### config.mk
export PLATFORM = sky130hd
export DESIGN_NAME = three_class_runway_scheduler_with_aging
export DESIGN_NICKNAME = d
export VERILOG_FILES = /design/src/hdl/tcrs_pkg.sv /design/src/hdl/tcrs_ctrl.sv /design/src/hdl/tcrs_datapath.sv /design/src/hdl/three_class_runway_scheduler_with_aging.sv
export SDC_FILE = /design/constraint.sdc
export NUM_CORES = 1
export LEC_CHECK = 0
export ABC_AREA = 1
export BUFFER_PORTS_ARGS = -buffer_cell sky130_fd_sc_hd__buf_2
export CORE_MARGIN = 3
export CORE_UTILIZATION = 65
export DETAILED_ROUTE_END_ITERATION = 12
export GPL_ROUTABILITY_DRIVEN = 0
export PLACE_DENSITY_LB_ADDON = 0.2
export SLEW_MARGIN = 30
export SYNTH_ARGS = -nofsm -noshare
export SYNTH_HDL_FRONTEND = slang
export SYNTH_SLANG_ARGS = --single-unit
### constraint.sdc
create_clock -name i_clk -period 7.9 [get_ports i_clk]
set_input_delay 0 -clock i_clk [delete_from_list [all_inputs] [get_ports i_clk]]
set_output_delay 0 -clock i_clk [all_outputs]
set_load 0.02 [all_outputs]
### src/hdl/tcrs_pkg.sv
// ----------------------------------------------------------------------------
// tcrs_pkg
// Shared types and constants of the three-class runway scheduler.
// ----------------------------------------------------------------------------
package tcrs_pkg;

    localparam int QUEUE_DEPTH_DEF = 16;
    localparam int ID_WIDTH_DEF    = 16;
    localparam int FIELD_ID_W      = 16;
    localparam int CFG_DATA_W      = 5;

    localparam logic [1:0] MODE_EMER  = 2'd0;
    localparam logic [1:0] MODE_LAND  = 2'd1;
    localparam logic [1:0] MODE_TAKE  = 2'd2;
    localparam logic [1:0] MODE_GRANT = 2'd3;

    localparam logic [1:0] CLS_EMER = 2'd0;
    localparam logic [1:0] CLS_LAND = 2'd1;
    localparam logic [1:0] CLS_TAKE = 2'd2;

    localparam logic [1:0] ST_QUEUED  = 2'd0;
    localparam logic [1:0] ST_DROPPED = 2'd1;
    localparam logic [1:0] ST_GRANTED = 2'd2;
    localparam logic [1:0] ST_EMPTY   = 2'd3;

    localparam logic [1:0] POL_LAND_FIRST = 2'd0;
    localparam logic [1:0] POL_THRESHOLD  = 2'd1;
    localparam logic [1:0] POL_EMER_THR   = 2'd2;
    localparam logic [1:0] POL_EMER_AGED  = 2'd3;

    localparam logic REG_POLICY    = 1'b0;
    localparam logic REG_THRESHOLD = 1'b1;

    localparam logic [1:0] POLICY_RST    = POL_EMER_AGED;
    localparam logic [4:0] THRESHOLD_RST = 5'd5;

    localparam logic [7:0] LAND_START_PRIO = 8'd5;
    localparam logic [7:0] TAKE_START_PRIO = 8'd1;
    localparam logic [7:0] PRIO_MAX        = 8'd255;

    typedef struct packed {
        logic load;
        logic arrive;
        logic head_rd;
        logic grant;
        logic age_rd;
        logic age_wr;
    } t_ctrl;

    typedef struct packed {
        logic age;
        logic sweep_last;
    } t_stat;

endpackage

### src/hdl/tcrs_ctrl.sv
// ----------------------------------------------------------------------------
// tcrs_ctrl
// Sequencer: arrival, head read, grant decision and priority aging sweep.
// ----------------------------------------------------------------------------
module tcrs_ctrl (
    input  logic            i_clk,
    input  logic            i_rst_n,
    input  logic            i_start,
    input  logic            i_grant,
    input  tcrs_pkg::t_stat i_stat,
    output tcrs_pkg::t_ctrl o_ctrl,
    output logic            o_busy
);

    typedef enum logic [2:0] {
        S_IDLE,
        S_ARRIVE,
        S_HEAD_RD,
        S_GRANT,
        S_AGE_RD,
        S_AGE_WR
    } t_state;

    t_state r_state, n_state;
    logic   r_busy,  n_busy;

    always_comb begin
        n_state = r_state;
        unique case (r_state)
            S_IDLE: begin
                if (i_start) begin
                    n_state = i_grant ? S_HEAD_RD : S_ARRIVE;
                end
            end
            S_ARRIVE:  n_state = S_IDLE;
            S_HEAD_RD: n_state = S_GRANT;
            S_GRANT:   n_state = i_stat.age ? S_AGE_RD : S_IDLE;
            S_AGE_RD:  n_state = S_AGE_WR;
            S_AGE_WR:  n_state = i_stat.sweep_last ? S_IDLE : S_AGE_RD;
            default:   n_state = S_IDLE;
        endcase
        n_busy = (n_state != S_IDLE);
    end

    always_ff @(posedge i_clk) begin
        if (!i_rst_n) begin
            r_state <= S_IDLE;
            r_busy  <= 1'b0;
        end else begin
            r_state <= n_state;
            r_busy  <= n_busy;
        end
    end

    always_comb begin
        o_ctrl         = '0;
        o_ctrl.load    = (r_state == S_IDLE) && i_start;
        o_ctrl.arrive  = (r_state == S_ARRIVE);
        o_ctrl.head_rd = (r_state == S_HEAD_RD);
        o_ctrl.grant   = (r_state == S_GRANT);
        o_ctrl.age_rd  = (r_state == S_AGE_RD);
        o_ctrl.age_wr  = (r_state == S_AGE_WR);
    end

    assign o_busy = r_busy;

endmodule

### src/hdl/tcrs_datapath.sv
// ----------------------------------------------------------------------------
// tcrs_datapath
// Queue memories, pointers, configuration, grant choice and result registers.
// ----------------------------------------------------------------------------
module tcrs_datapath #(
    parameter int QUEUE_DEPTH = tcrs_pkg::QUEUE_DEPTH_DEF,
    parameter int ID_WIDTH    = tcrs_pkg::ID_WIDTH_DEF
) (
    input  logic                            i_clk,
    input  logic                            i_rst_n,
    input  tcrs_pkg::t_ctrl                 i_ctrl,
    output tcrs_pkg::t_stat                 o_stat,
    input  logic [1:0]                      i_mode,
    input  logic [tcrs_pkg::FIELD_ID_W-1:0] i_requester_id,
    input  logic                            i_cfg_we,
    input  logic                            i_cfg_index,
    input  logic [tcrs_pkg::CFG_DATA_W-1:0] i_cfg_data,
    output logic                            o_valid,
    output logic [1:0]                      o_status,
    output logic [1:0]                      o_granted_class,
    output logic [tcrs_pkg::FIELD_ID_W-1:0] o_granted_id
);

    localparam int AW = (QUEUE_DEPTH > 1) ? $clog2(QUEUE_DEPTH) : 1;
    localparam int CW = $clog2(QUEUE_DEPTH + 1);
    localparam int KW = (ID_WIDTH < tcrs_pkg::FIELD_ID_W) ? ID_WIDTH : tcrs_pkg::FIELD_ID_W;
    localparam int TW = (CW > tcrs_pkg::CFG_DATA_W) ? CW : tcrs_pkg::CFG_DATA_W;
    localparam logic [CW-1:0] FULL     = CW'(QUEUE_DEPTH);
    localparam logic [AW-1:0] LAST_IDX = AW'(QUEUE_DEPTH - 1);

    logic [KW-1:0] r_emer_ids [QUEUE_DEPTH];
    logic [KW-1:0] r_land_ids [QUEUE_DEPTH];
    logic [KW-1:0] r_take_ids [QUEUE_DEPTH];
    logic [7:0]    r_land_prio [QUEUE_DEPTH];
    logic [7:0]    r_take_prio [QUEUE_DEPTH];

    logic [AW-1:0] r_head  [3];
    logic [CW-1:0] r_count [3];
    logic [1:0]    r_policy;
    logic [4:0]    r_thresh;
    logic [1:0]    r_mode;
    logic [KW-1:0] r_id;
    logic [AW-1:0] r_sweep;

    logic [KW-1:0] r_rd_eid, r_rd_lid, r_rd_tid;
    logic [7:0]    r_rd_pl, r_rd_pt;

    logic          r_valid;
    logic [1:0]    r_status, r_class;
    logic [KW-1:0] r_gid;

    // arrival side
    logic [AW-1:0] sel_head;
    logic [CW-1:0] sel_count;
    logic [CW:0]   tail_sum;
    logic [AW-1:0] tail;
    logic          full, push;

    always_comb begin
        unique case (r_mode)
            tcrs_pkg::MODE_EMER: begin sel_head = r_head[0]; sel_count = r_count[0]; end
            tcrs_pkg::MODE_LAND: begin sel_head = r_head[1]; sel_count = r_count[1]; end
            default:             begin sel_head = r_head[2]; sel_count = r_count[2]; end
        endcase
        tail_sum = (CW+1)'(sel_head) + (CW+1)'(sel_count);
        tail     = (tail_sum >= (CW+1)'(QUEUE_DEPTH)) ?
                   AW'(tail_sum - (CW+1)'(QUEUE_DEPTH)) : AW'(tail_sum);
        full     = (sel_count == FULL);
        push     = i_ctrl.arrive && !full;
    end

    // grant choice
    logic          ne, nl, nt, none, age;
    logic [1:0]    pick;
    logic [TW-1:0] nt_x, thr_x;

    always_comb begin
        ne    = (r_count[0] != '0);
        nl    = (r_count[1] != '0);
        nt    = (r_count[2] != '0);
        nt_x  = TW'(r_count[2]);
        thr_x = TW'(r_thresh);
        none  = 1'b0;
        age   = 1'b0;
        pick  = tcrs_pkg::CLS_LAND;
        priority if (((r_policy == tcrs_pkg::POL_EMER_THR) ||
                      (r_policy == tcrs_pkg::POL_EMER_AGED)) && ne) begin
            pick = tcrs_pkg::CLS_EMER;
        end else if (!nl && !nt) begin
            none = 1'b1;
        end else if (!nl) begin
            pick = tcrs_pkg::CLS_TAKE;
        end else if (!nt) begin
            pick = tcrs_pkg::CLS_LAND;
        end else if (r_policy == tcrs_pkg::POL_LAND_FIRST) begin
            pick = tcrs_pkg::CLS_LAND;
        end else if (r_policy != tcrs_pkg::POL_EMER_AGED) begin
            pick = (nt_x >= thr_x) ? tcrs_pkg::CLS_TAKE : tcrs_pkg::CLS_LAND;
        end else begin
            age  = 1'b1;
            pick = ((r_rd_pt > r_rd_pl) ||
                    ((r_rd_pt == r_rd_pl) && (r_count[2] > r_count[1]))) ?
                   tcrs_pkg::CLS_TAKE : tcrs_pkg::CLS_LAND;
        end
    end

    assign o_stat.age        = i_ctrl.grant && age;
    assign o_stat.sweep_last = (r_sweep == LAST_IDX);

    // control registers
    always_ff @(posedge i_clk) begin
        if (!i_rst_n) begin
            r_policy <= tcrs_pkg::POLICY_RST;
            r_thresh <= tcrs_pkg::THRESHOLD_RST;
            r_valid  <= 1'b0;
            for (int c = 0; c < 3; c++) begin
                r_head[c]  <= '0;
                r_count[c] <= '0;
            end
            r_sweep <= '0;
        end else begin
            if (i_cfg_we) begin
                unique case (i_cfg_index)
                    tcrs_pkg::REG_POLICY:    r_policy <= i_cfg_data[1:0];
                    tcrs_pkg::REG_THRESHOLD: r_thresh <= i_cfg_data;
                    default: ;
                endcase
            end
            r_valid <= i_ctrl.arrive || i_ctrl.grant;
            for (int c = 0; c < 3; c++) begin
                if (push && (r_mode == 2'(c))) begin
                    r_count[c] <= r_count[c] + 1'b1;
                end
                if (i_ctrl.grant && !none && (pick == 2'(c))) begin
                    r_count[c] <= r_count[c] - 1'b1;
                    r_head[c]  <= (r_head[c] == LAST_IDX) ? '0 : r_head[c] + 1'b1;
                end
            end
            if (i_ctrl.grant) begin
                r_sweep <= '0;
            end else if (i_ctrl.age_wr) begin
                r_sweep <= r_sweep + 1'b1;
            end
        end
    end

    // payload registers
    always_ff @(posedge i_clk) begin
        if (i_ctrl.load) begin
            r_mode <= i_mode;
            r_id   <= i_requester_id[KW-1:0];
        end
        if (i_ctrl.arrive) begin
            r_status <= full ? tcrs_pkg::ST_DROPPED : tcrs_pkg::ST_QUEUED;
            r_class  <= '0;
            r_gid    <= '0;
        end else if (i_ctrl.grant) begin
            if (none) begin
                r_status <= tcrs_pkg::ST_EMPTY;
                r_class  <= '0;
                r_gid    <= '0;
            end else begin
                r_status <= tcrs_pkg::ST_GRANTED;
                r_class  <= pick;
                unique case (pick)
                    tcrs_pkg::CLS_EMER: r_gid <= r_rd_eid;
                    tcrs_pkg::CLS_LAND: r_gid <= r_rd_lid;
                    default:            r_gid <= r_rd_tid;
                endcase
            end
        end
    end

    // id memories
    always_ff @(posedge i_clk) begin
        if (push && (r_mode == tcrs_pkg::MODE_EMER)) r_emer_ids[tail] <= r_id;
        if (push && (r_mode == tcrs_pkg::MODE_LAND)) r_land_ids[tail] <= r_id;
        if (push && (r_mode == tcrs_pkg::MODE_TAKE)) r_take_ids[tail] <= r_id;
        if (i_ctrl.head_rd) begin
            r_rd_eid <= r_emer_ids[r_head[0]];
            r_rd_lid <= r_land_ids[r_head[1]];
            r_rd_tid <= r_take_ids[r_head[2]];
        end
    end

    // priority memories: head read for grant, read-modify-write sweep for aging
    logic          lp_we, tp_we;
    logic [AW-1:0] lp_wa, tp_wa, lp_ra, tp_ra;
    logic [7:0]    lp_wd, tp_wd;

    always_comb begin
        lp_we = i_ctrl.age_wr || (push && (r_mode == tcrs_pkg::MODE_LAND));
        tp_we = i_ctrl.age_wr || (push && (r_mode == tcrs_pkg::MODE_TAKE));
        lp_wa = i_ctrl.age_wr ? r_sweep : tail;
        tp_wa = i_ctrl.age_wr ? r_sweep : tail;
        lp_wd = !i_ctrl.age_wr ? tcrs_pkg::LAND_START_PRIO :
                (r_rd_pl == tcrs_pkg::PRIO_MAX) ? r_rd_pl : r_rd_pl + 8'd1;
        tp_wd = !i_ctrl.age_wr ? tcrs_pkg::TAKE_START_PRIO :
                (r_rd_pt == tcrs_pkg::PRIO_MAX) ? r_rd_pt : r_rd_pt + 8'd1;
        lp_ra = i_ctrl.age_rd ? r_sweep : r_head[1];
        tp_ra = i_ctrl.age_rd ? r_sweep : r_head[2];
    end

    always_ff @(posedge i_clk) begin
        if (lp_we) r_land_prio[lp_wa] <= lp_wd;
        if (tp_we) r_take_prio[tp_wa] <= tp_wd;
        if (i_ctrl.head_rd || i_ctrl.age_rd) begin
            r_rd_pl <= r_land_prio[lp_ra];
            r_rd_pt <= r_take_prio[tp_ra];
        end
    end

    assign o_valid         = r_valid;
    assign o_status        = r_status;
    assign o_granted_class = r_class;
    assign o_granted_id    = tcrs_pkg::FIELD_ID_W'(r_gid);

endmodule

### src/hdl/three_class_runway_scheduler_with_aging.sv
// ----------------------------------------------------------------------------
// three_class_runway_scheduler_with_aging
// Emergency, landing and takeoff request queues with policy-driven grants.
// ----------------------------------------------------------------------------
// An item is taken when start is high and busy is low. Each item gives one
// result, shown for one cycle with o_valid; it cannot be held off. An arrival
// passes through ARRIVE, a grant slot through HEAD_RD and GRANT. A grant under
// the aged-priority policy with landing and takeoff waiting and no emergency
// also ages every priority slot by a read-modify-write sweep over the priority
// memories, AGE_RD then AGE_WR per slot. Configuration writes take effect at
// once and are meant for idle periods.
module three_class_runway_scheduler_with_aging #(
    parameter int QUEUE_DEPTH = tcrs_pkg::QUEUE_DEPTH_DEF,
    parameter int ID_WIDTH    = tcrs_pkg::ID_WIDTH_DEF
) (
    input  logic                            i_clk,
    input  logic                            i_rst_n,
    input  logic                            start,
    output logic                            busy,
    input  logic [1:0]                      i_mode,
    input  logic [tcrs_pkg::FIELD_ID_W-1:0] i_requester_id,
    input  logic                            i_cfg_we,
    input  logic                            i_cfg_index,
    input  logic [tcrs_pkg::CFG_DATA_W-1:0] i_cfg_data,
    output logic                            o_valid,
    output logic [1:0]                      o_status,
    output logic [1:0]                      o_granted_class,
    output logic [tcrs_pkg::FIELD_ID_W-1:0] o_granted_id
);

    tcrs_pkg::t_ctrl ctrl;
    tcrs_pkg::t_stat stat;

    tcrs_ctrl u_ctrl (
        .i_clk   (i_clk),
        .i_rst_n (i_rst_n),
        .i_start (start),
        .i_grant (i_mode == tcrs_pkg::MODE_GRANT),
        .i_stat  (stat),
        .o_ctrl  (ctrl),
        .o_busy  (busy)
    );

    tcrs_datapath #(
        .QUEUE_DEPTH (QUEUE_DEPTH),
        .ID_WIDTH    (ID_WIDTH)
    ) u_dp (
        .i_clk           (i_clk),
        .i_rst_n         (i_rst_n),
        .i_ctrl          (ctrl),
        .o_stat          (stat),
        .i_mode          (i_mode),
        .i_requester_id  (i_requester_id),
        .i_cfg_we        (i_cfg_we),
        .i_cfg_index     (i_cfg_index),
        .i_cfg_data      (i_cfg_data),
        .o_valid         (o_valid),
        .o_status        (o_status),
        .o_granted_class (o_granted_class),
        .o_granted_id    (o_granted_id)
    );

    a_accept_busy: assert property (@(posedge i_clk) disable iff (!i_rst_n)
        start && !busy |=> busy)
        else $error("accepted item did not raise busy");

    a_no_back_to_back: assert property (@(posedge i_clk) disable iff (!i_rst_n)
        o_valid |=> !o_valid)
        else $error("two result transfers in a row");

    a_no_result_idle: assert property (@(posedge i_clk) disable iff (!i_rst_n)
        o_valid |-> $past(busy))
        else $error("result without an item in progress");

    a_nongrant_zero: assert property (@(posedge i_clk) disable iff (!i_rst_n)
        o_valid && (o_status != tcrs_pkg::ST_GRANTED) |->
            (o_granted_class == 2'd0) && (o_granted_id == '0))
        else $error("non-grant result carries class or id");

endmodule
# After elaboration in Yosys (flattened, before gate mapping)
# Memory sizes are Yosys's and may differ from the RTL's. A register that Yosys moved wholly into a read port is not among the register bits.
# Cells that the tools add are included.
# word_totals
ramBits	1051
register_bits	54
inputBits	28
wordCells	179
out_inout_bits	22
n_memories	7
# memory_table
memory	words	word_bits	read_ports	rd_ports_with_merged_regs	wr	line_no	text
u_dp.r_emer_ids	16	16	1	1	1	tcrs_datapath.sv:31	logic [KW-1:0] r_emer_ids [QUEUE_DEPTH];
u_dp.r_land_ids	16	16	1	1	1	tcrs_datapath.sv:32	logic [KW-1:0] r_land_ids [QUEUE_DEPTH];
u_dp.r_take_ids	16	16	1	1	1	tcrs_datapath.sv:33	logic [KW-1:0] r_take_ids [QUEUE_DEPTH];
u_dp.r_land_prio	16	8	1	1	1	tcrs_datapath.sv:34	logic [7:0] r_land_prio [QUEUE_DEPTH];
u_dp.r_take_prio	16	8	1	1	1	tcrs_datapath.sv:35	logic [7:0] r_take_prio [QUEUE_DEPTH];
u_dp.r_count	3	5	3	0	3	tcrs_datapath.sv:38	logic [CW-1:0] r_count [3];
+1 memories	-	-	-	-	-	-	
# classes
n_reduce_logical	35
n_lt_le_gt_ge	4
mux	76
n_bitwise	11
eq_ne	21
n_addsub	14
# op_table
op	count
$mux 4	10
$mux 1	36
$mux 8	4
$pmux 16 s2	1
$mux 5	6
$mux 2	12
$add 4x1->4 const B	4
$add 8x1->8 const B	2
$eq 4x4->1 const B	4
$eq 8x8->1 const B	2
$mux 16	1
$add 5x1->5 const B	3
$pmux 3 s5	1
$reduce_bool 5->1	3
$sub 5x1->5 const B	3
$logic_and 1x1->1	13
$eq 2x2->1 const B	5
$pmux 5 s2	1
$mux 3	3
$or 1x1->1	9
$eq 8x8->1	1
$gt 8x8->1	1
$pmux 4 s2	1
$add 4x5->6	1
other kinds (19)	34

# Logic depth before layout (Yosys ltp)
# Gate-level depths: netlist of run 1.
# An unclocked memory read counts as a cell.
# logic_depth
depth_word	17
mapped_depth	25

# Hierarchy
# From an unflattened synthesis of run 1, not the netlist that was laid out.
# hier_totals
hier_cells	3698
area_unflattened_um2	47236.6
# by_module_without_submodules
module	area_each_um2	cells_each	instances
tcrs_datapath	47026.4	3663	1
tcrs_ctrl	202.7	33	1
three_class_runway_scheduler_with_aging	7.5	2	1

# Worst setup path before layout of run 1
# Ideal clock, no wire load.
# synth_timing
path_kind	register to register
startpoint	register u_ctrl.r_state[1]
endpoint	register u_dp.r_rd_pl[0] (read register of u_dp.r_land_prio), enable pin
required_ns	7.526
arrival_ns	4.606
period_less_slack_ns	4.979
n_path_buf	0
setup_slack_ns	2.921
stages_incl_launch_ff	5
setup_time_ns	0.374
path_cell_list	dfxtp_1 > inv_1 > nor3_1 > inv_1 > nand2_1
# synth_via
elab_chain_cells	2
elab_cells_between_ends	4
cone_classes	eq/ne: 2; mux: 1; reduce/logical: 1
# synth_rtl
element	line_no	text
start, declared	tcrs_ctrl.sv:24	t_state r_state, n_state;
start signal, assigned	tcrs_ctrl.sv:50	r_state <= n_state;
$eq 3x3->1 / $eq 3x2->1 (equally long branches)	tcrs_ctrl.sv:61, tcrs_ctrl.sv:59	
$mux 4 / $logic_or 1x1->1 (equally long branches)	tcrs_datapath.sv:200, tcrs_datapath.sv:207	
end, declared	tcrs_datapath.sv:46	logic [7:0] r_rd_pl, r_rd_pt;
# Parallel ways exist; a longest one is shown, timed or not.
# A chain may end at the register's enable or synchronous reset.

==> metrics.md, run 1 <==
| Metric | Value |
|---|---|
| DP Cell Count | 4516 |
| Post-CTS setup buffers | 0 |
| ANT nets after route | 0 |
| Final net count | around 3800 |
| Post-synthesis adder-cell area fraction | 1.06% |
| P&R area growth vs syn | 11.8% |
| EDFF count, synth | around 1100 |
| Post-synth ARST share | 0% |
| Crit share post-route | a little under three fifths |
| Synth cell types | 51 |
| RSZ-0062 raised after global routing | no |
| Count of input and output buffers | 49 |
| Number of buffers created by CTS | between 100 and 150 |
| Die Ht | 275 µm |
| Global Route Usage Sum | a little under a third |
| Slew @ Worst Pin | ~1 ns |
| PD cells | ~250 nW/µm² |
| Worst hold-check path type | input port to flip-flop |
| Post-synthesis compound-gate area fraction | around 10% |
| Number of DRC markers in iteration 0 | 4712 |
| Mux cell area share after synthesis | 1.21% |
| Worst-Skew Late Latency | 0.69 ns |
| Util after Layout | 73.5% |
| Synth Area in XOR/XNOR | less than 1% |
| Worst setup path class | flip-flop to flip-flop |
| Post-Synth Simple-Gate Area | 10.6% |
| Synth top area share | 72.2% |
| Leak Pwr | 17.8 nW |
| Pre-antenna DRT Iters | 6 |
| Vias | 31017 |
| CP startpoint | u_dp.r_head[0][2]$_SDFFCE_PP0P_ |
| Final setup margin | about 3.4 ns |
| Reg2Reg Launch Point | u_dp.r_head[0][2]$_SDFFCE_PP0P_ |
| Count of final setup violators | 0 |
| Final hold violations | 0 |
| Largest cells by area after synthesis | edfxtp_1 72%, nor2_1 5.2%, o21ai_0 4.0% |
| First-pass GRT wire length | 177000 µm |
| Top-count cell post-synth | edfxtp_1 |
| Mapped Nets | about 3700 |
| Share of cells above drive strength 1 | 10.0% |
| # fillers | 4431 |
| FMAX | 222 MHz |
| Pre-CTS WS | 3.48 ns |
| Yosys warnings | 0 |
| Synth Flop Type | edfxtp_1 |
| H-tree Lvls | 3 |
| VDD IR-drop max | 0.226 mV |
| Crit path time final | 4.51 ns |
| Routed WL per cell | 24.9 µm |
| Clock Pin Slew Worst Setup and Hold Paths | ~0.070 ns |
| FF-to-FF End | u_dp.r_land_prio[5][2]$_DFFE_PP_ |
| Final HPWL DP | 71000 µm |
| Synthesized area | between 40000 and 50000 µm² |
| Total Wirelength | 119000 µm |
| CTS Buffer Depth | 3 |
| DRC viols | 0 |
| Chip width | 275 µm |
| Outcome | finished, final reports clean |
| Yosys top cell by area | edfxtp_1 |
| Fin. max-slew vios | 0 |
| DIE AREA | 75900 µm² |
| Synth Register Bits | between 1000 and 1500 |
| WP data arrival | about 4.8 ns |
| Via/cell ratio | between 6 and 7 |
| Reg2Reg Setup Slack | between 3 and 4 ns |
| Largest family of logic cells by synthesized area | simple AND/OR/NAND/NOR gates |
| Worst setup SP type | flip-flop |
| Register area share after synthesis | roughly 74% |
| Post-route insts no fill | 4770 |
| Pin count of the biggest net entering global routing | 128 |
| CP Capture Type | flip-flop |
| Cell count after synthesis | 3622 |
| Max-Cap Viols | 0 |
| Worst r2r path cells | 9 |
| Crit path required time | slightly above 8 ns |
| CTS tree | done |
| Clock Sink Count | 1169 |
| Max-slew headroom | a little under a third |
| CP max FO | 25 |
| Initial Util | 65.8% |
| Grt ovf | 0 |
| Root buf cell | clkbuf_16 |
| Clock skew | 0.0320 ns |
| Core footprint | between 70000 and 80000 µm² |
| Vias in the first global route | 29595 |
| Mean post-synth cell area | 13.0 µm² |
| TNS Setup | 0 ns |
| Top cells by count, synth | 1135 x edfxtp_1, 659 x nor2_1, 384 x nand2_1, 374 x o21ai_0, 156 x clkbuf_1 |
| # IOs | 50 |
| # rows | between 90 and 100 |
| Critical path destination | u_dp.r_land_prio[5][2]$_DFFE_PP_ |
| Initial antenna violation count | 2 |
-- state kept, by name, summed over array words and instances, names as in the netlist, 4 cells and up --
register and count:
u_dp.r_thresh 5, u_dp.r_land_prio 128, u_dp.r_head 12, u_dp.r_take_prio 128
u_dp.o_granted_id 16, u_dp.r_id 16, u_dp.r_land_ids 256, u_dp.r_sweep 4
u_dp.r_rd_pt 8, u_dp.r_emer_ids 256, u_dp.r_rd_lid 16, u_dp.r_rd_pl 8
u_dp.r_take_ids 256, u_dp.r_count 15, u_dp.r_rd_tid 16, u_dp.r_rd_eid 16
-- cells in the final DEF (no fill, tap or decap), drive strengths merged, types with 76 or more instances in the layout --
master	n
nor2	668
a21oi	76
edfxtp	1135
o221ai	87
o22ai	76
o21ai	385
nand2	393
nand3	149
clkbuf	154
buf	150
inv	127
-- cells by family after synthesis --
kind of cell,Yosys count
adder cells (fa/ha/maj),38
multiplexers,57
AO/OA/AOI/OAI,754
flip-flops,1169
XOR/XNOR,23
AND/OR/NAND/NOR,1246
buffers and inverters,335
-- repair_timing --
action | CTS | global route
hold buffers | 41 | 0
hold endpoints to repair | 47 | 0
resized for setup | 0 | 0
endpoints found under the setup margin | 0 | 0
-- routing by layer --
layer,vias up,global-route usage (%),routed length [µm]
li1,13578,-,-
met1,15208,43.8,45000
met2,1960,49.5,56800
met3,269,6.30,13500
met4,2,10.2,3570
met5,-,0.449,50
-- worst min-delay path by stage --
stage,slack (ns),from,end,cells past startpoint
3_3_place_gp,0.18,i_requester_id[10],u_dp.r_id[10]$_DFFE_PP_,1
3_5_place_dp,0.18,i_requester_id[12],u_dp.r_id[12]$_DFFE_PP_,1
2_1_floorplan,0.1,i_requester_id[0],u_dp.r_id[0]$_DFFE_PP_,0
4_1_cts,0.003,i_requester_id[15],u_dp.r_id[15]$_DFFE_PP_,2
5_1_grt,0.02,i_requester_id[3],u_dp.r_id[3]$_DFFE_PP_,2
6_report,0.02,i_requester_id[3],u_dp.r_id[3]$_DFFE_PP_,2
-- area by class of cell --
type                    count  area [µm²]  share of cell area (%)
diodes                      1        2.50                 0.00474
clock buffers             154        3120                    5.92
clock inverters            57         657                    1.25
inverters                 130         492                   0.932
multi-input cells        2118       11100                    21.0
flip-flops and latches   1169       34800                    65.9
well taps                 950        1190                    2.25
repair buffers            191        1430                    2.72
-- power by group --
group | internal, mW | leakage [nW] | switching, mW
clock | 3.19 | 1.83 | 2.26
sequential | 6.88 | 10.4 | 0.0397
combinational | 0.189 | 5.56 | 0.608
-- stage by stage --
| step | instance area (µm²) | power (mW) | hold slack (ns) |
|---|---|---|---|
| global placement | 48500 | 7.77 | 0.176 |
| floorplan | 47200 | 7.50 | 0.0989 |
| finish | 52800 | 13.2 | 0.0228 |
| detailed placement | 48500 | 7.80 | 0.179 |
| CTS | 52700 | 13.2 | 0.00318 |
| global route | 52800 | 13.5 | 0.0230 |
-- critical path: stages (launching register included) --
cell	delay, ns
edfxtp_1	0.96
inv_1	0.53
a21oi_1	0.30
ha_1	0.30
xnor2_1	0.24
a21oi_1	0.55
inv_1	0.22
nor2_2	0.29
nand2_1	0.19
nor2_1	0.55
(Power assumes the default switching activity.)
==> inputs of run 2 (changes only) <==
Settings changed: CORE_UTILIZATION 65 to 63.
Clock period 7.9 ns to 4.45 ns, I/O delays scaled along.
==> metrics.md, run 2 (synthesis results as in run 1) <==
| Metric | Value |
|---|---|
| Outcome | finished, final reports clean |
| Final setup margin | 0.377 ns |
| Pre-antenna DRT Iters | 9 |
| Clk pwr share | about two fifths |
| Die Ht | 280 µm |
| Crit path time final | ~4.1 ns |
| Root buf cell | clkbuf_16 |
| CP max FO | 10 |
| Number of buffers created by CTS | between 100 and 150 |
| CTS tree | done |
| Commonest cells after routing, fill and taps aside | 1135 x edfxtp_1, 657 x nor2_1, 384 x nand2_1 |
| Clock skew | approximately 0.032 ns |
| First-pass GRT wire length | 185000 µm |
| ANT nets after route | 0 |
| Worst setup SP type | flip-flop |
| Post-CTS setup buffers | 0 |
| P_int | 17.8 mW |
| Share of cells above drive strength 1 | 10.2% |
| Vias in the first global route | 30040 |
| FMAX | 246 MHz |
| Most common cell after layout, fill and taps aside | edfxtp_1 |
| Number of DRC markers in iteration 0 | 4838 |
| VDD IR-drop max | 0.421 mV |
| DRC viols | 0 |
| TNS Setup | 0 ns |
| Global Route Usage Sum | between 30% and 40% |
| Pin count of the biggest net entering global routing | 131 |
| CP Capture Type | flip-flop |
| Comb pwr share | 6.3% |
| Max-slew headroom | between 30% and 40% |
| RSZ-0062 raised after global routing | no |
| Fin. max-slew vios | 0 |
| Final hold violations | 0 |
| Sw power | 5.24 mW |
| Final instance area | 52700 µm² |
| Count of final setup violators | 0 |
| Antenna cell count | 0 |
| Core footprint | 73600 µm² |
| Crit share post-route | between 90 and 100% |
| Seq pwr share | roughly 53% |
| DIE AREA | 78200 µm² |
| DP Cell Count | between 4000 and 5000 |
| Via/cell ratio | roughly 6.5 |
| Util after Layout | 71.6% |
| Count of input and output buffers | slightly below 50 |
| CTS Buffer Depth | 3 |
| P&R area growth vs syn | 11.6% |
| Routed WL per cell | 26.0 µm |
| Grt ovf | 0 |
| Final net count | 3794 |
| Vias | 31297 |
| Initial Util | 64.1% |
| Largest regs | u_dp.r_emer_ids: 256 flops, u_dp.r_land_ids: 256 flops, u_dp.r_take_ids: 256 flops |
| Total Wirelength | 124000 µm |
| Crit path required time | 4.75 ns |
| Worst-Skew Late Latency | 0.69 ns |
| Worst hold-check path type | input port to flip-flop |
| Max-Cap Viols | 0 |
| Clock Pin Slew Worst Setup and Hold Paths | roughly 0.070 ns |
| Slew @ Worst Pin | 0.988 ns |
| Placement Cell Area | 48600 µm² |
| Initial antenna violation count | 4 |
| Clock Sink Count | 1169 |
| Pre-CTS WS | 0.478 ns |
| # IOs | 50 |
| Chip width | 280 µm |
| Pwr Total | 23.0 mW |
| Post-route insts no fill | 4781 |
| Sw frac | 22.7% |
| Leak Pwr | about 18 nW |
| WP data arrival | around 4.4 ns |
| # rows | 99 |
| Hold WS | between 0.03 and 0.04 ns |
| H-tree Lvls | 3 |
| Worst setup path class | flip-flop to flip-flop |
| Final HPWL DP | 77200 µm |
| PD cells | 437 nW/µm² |
run 2: changes by cell type in the layout (fill, tap and decap cells not counted), sizes merged:
cell and delta:
buf +4, diode -1, bufinv -3, clkinv +24
clkinvlp +2, clkbuf -24
run 2: cell type report:
class | instances | area (µm²)
inverter | 130 | 490
multi-input combinational | 2118 | 11100
timing repair buffer | 197 | 1490
clock buffer | 128 | 2880
sequential | 1169 | 34800
fill | 4669 | 20900
tap | 959 | 1200
clock inverter | 80 | 698
run 2: what timing repair did:
| action | 4_1_cts | 5_1_grt |
|---|---|---|
| resized for setup | 0 | 0 |
| hold endpoints to repair | 45 | 0 |
| hold buffers | 41 | 0 |
run 2: critical path, stage by stage, from the launching register on:
cell and delay [ns]:
edfxtp_1 0.48, inv_2 0.21, nand2_4 0.13, o221ai_1 0.29
inv_1 0.08, ha_1 0.22, fa_1 0.57, a21oi_1 0.44
inv_1 0.11, nor2_1 0.31, nand3_1 0.23, nor2_1 0.62
run 2: power by group through the flow:
stage                     clock network, mW  registers, mW  logic [mW]
after detailed placement                  0           12.5        1.38
after global placement                    0           12.5        1.34
after floorplan                           0           12.6       0.744
after CTS                              9.33           12.3        1.41
final                                  9.27           12.3        1.46
after global routing                   9.80           12.3        1.54
run 2: per-layer routing:
layer	share of wire (%)	wire (µm)	vias to the layer above	track usage [%]
met5	0.064	80	-	0.672
met2	47	57900	2192	50.0
met1	37	46200	15142	43.9
met4	5.0	6250	6	15.0
li1	-	-	13581	-
met3	11	13900	376	5.68
run 2: worst paths after layout:
check	from	cells past startpoint	endpoint	slack, ns
setup / recovery	u_dp.r_mode[1]$_DFFE_PP_	11	u_dp.r_take_prio[9][5]$_DFFE_PP_	0.38
hold reg to reg	u_dp.r_rd_lid[8]$_DFFE_PN_	2	u_dp.o_granted_id[8]$_SDFFE_PN0P_	0.45
hold / removal	i_requester_id[2]	2	u_dp.r_id[2]$_DFFE_PP_	0.04
setup reg to reg	u_dp.r_mode[1]$_DFFE_PP_	11	u_dp.r_take_prio[9][5]$_DFFE_PP_	0.38
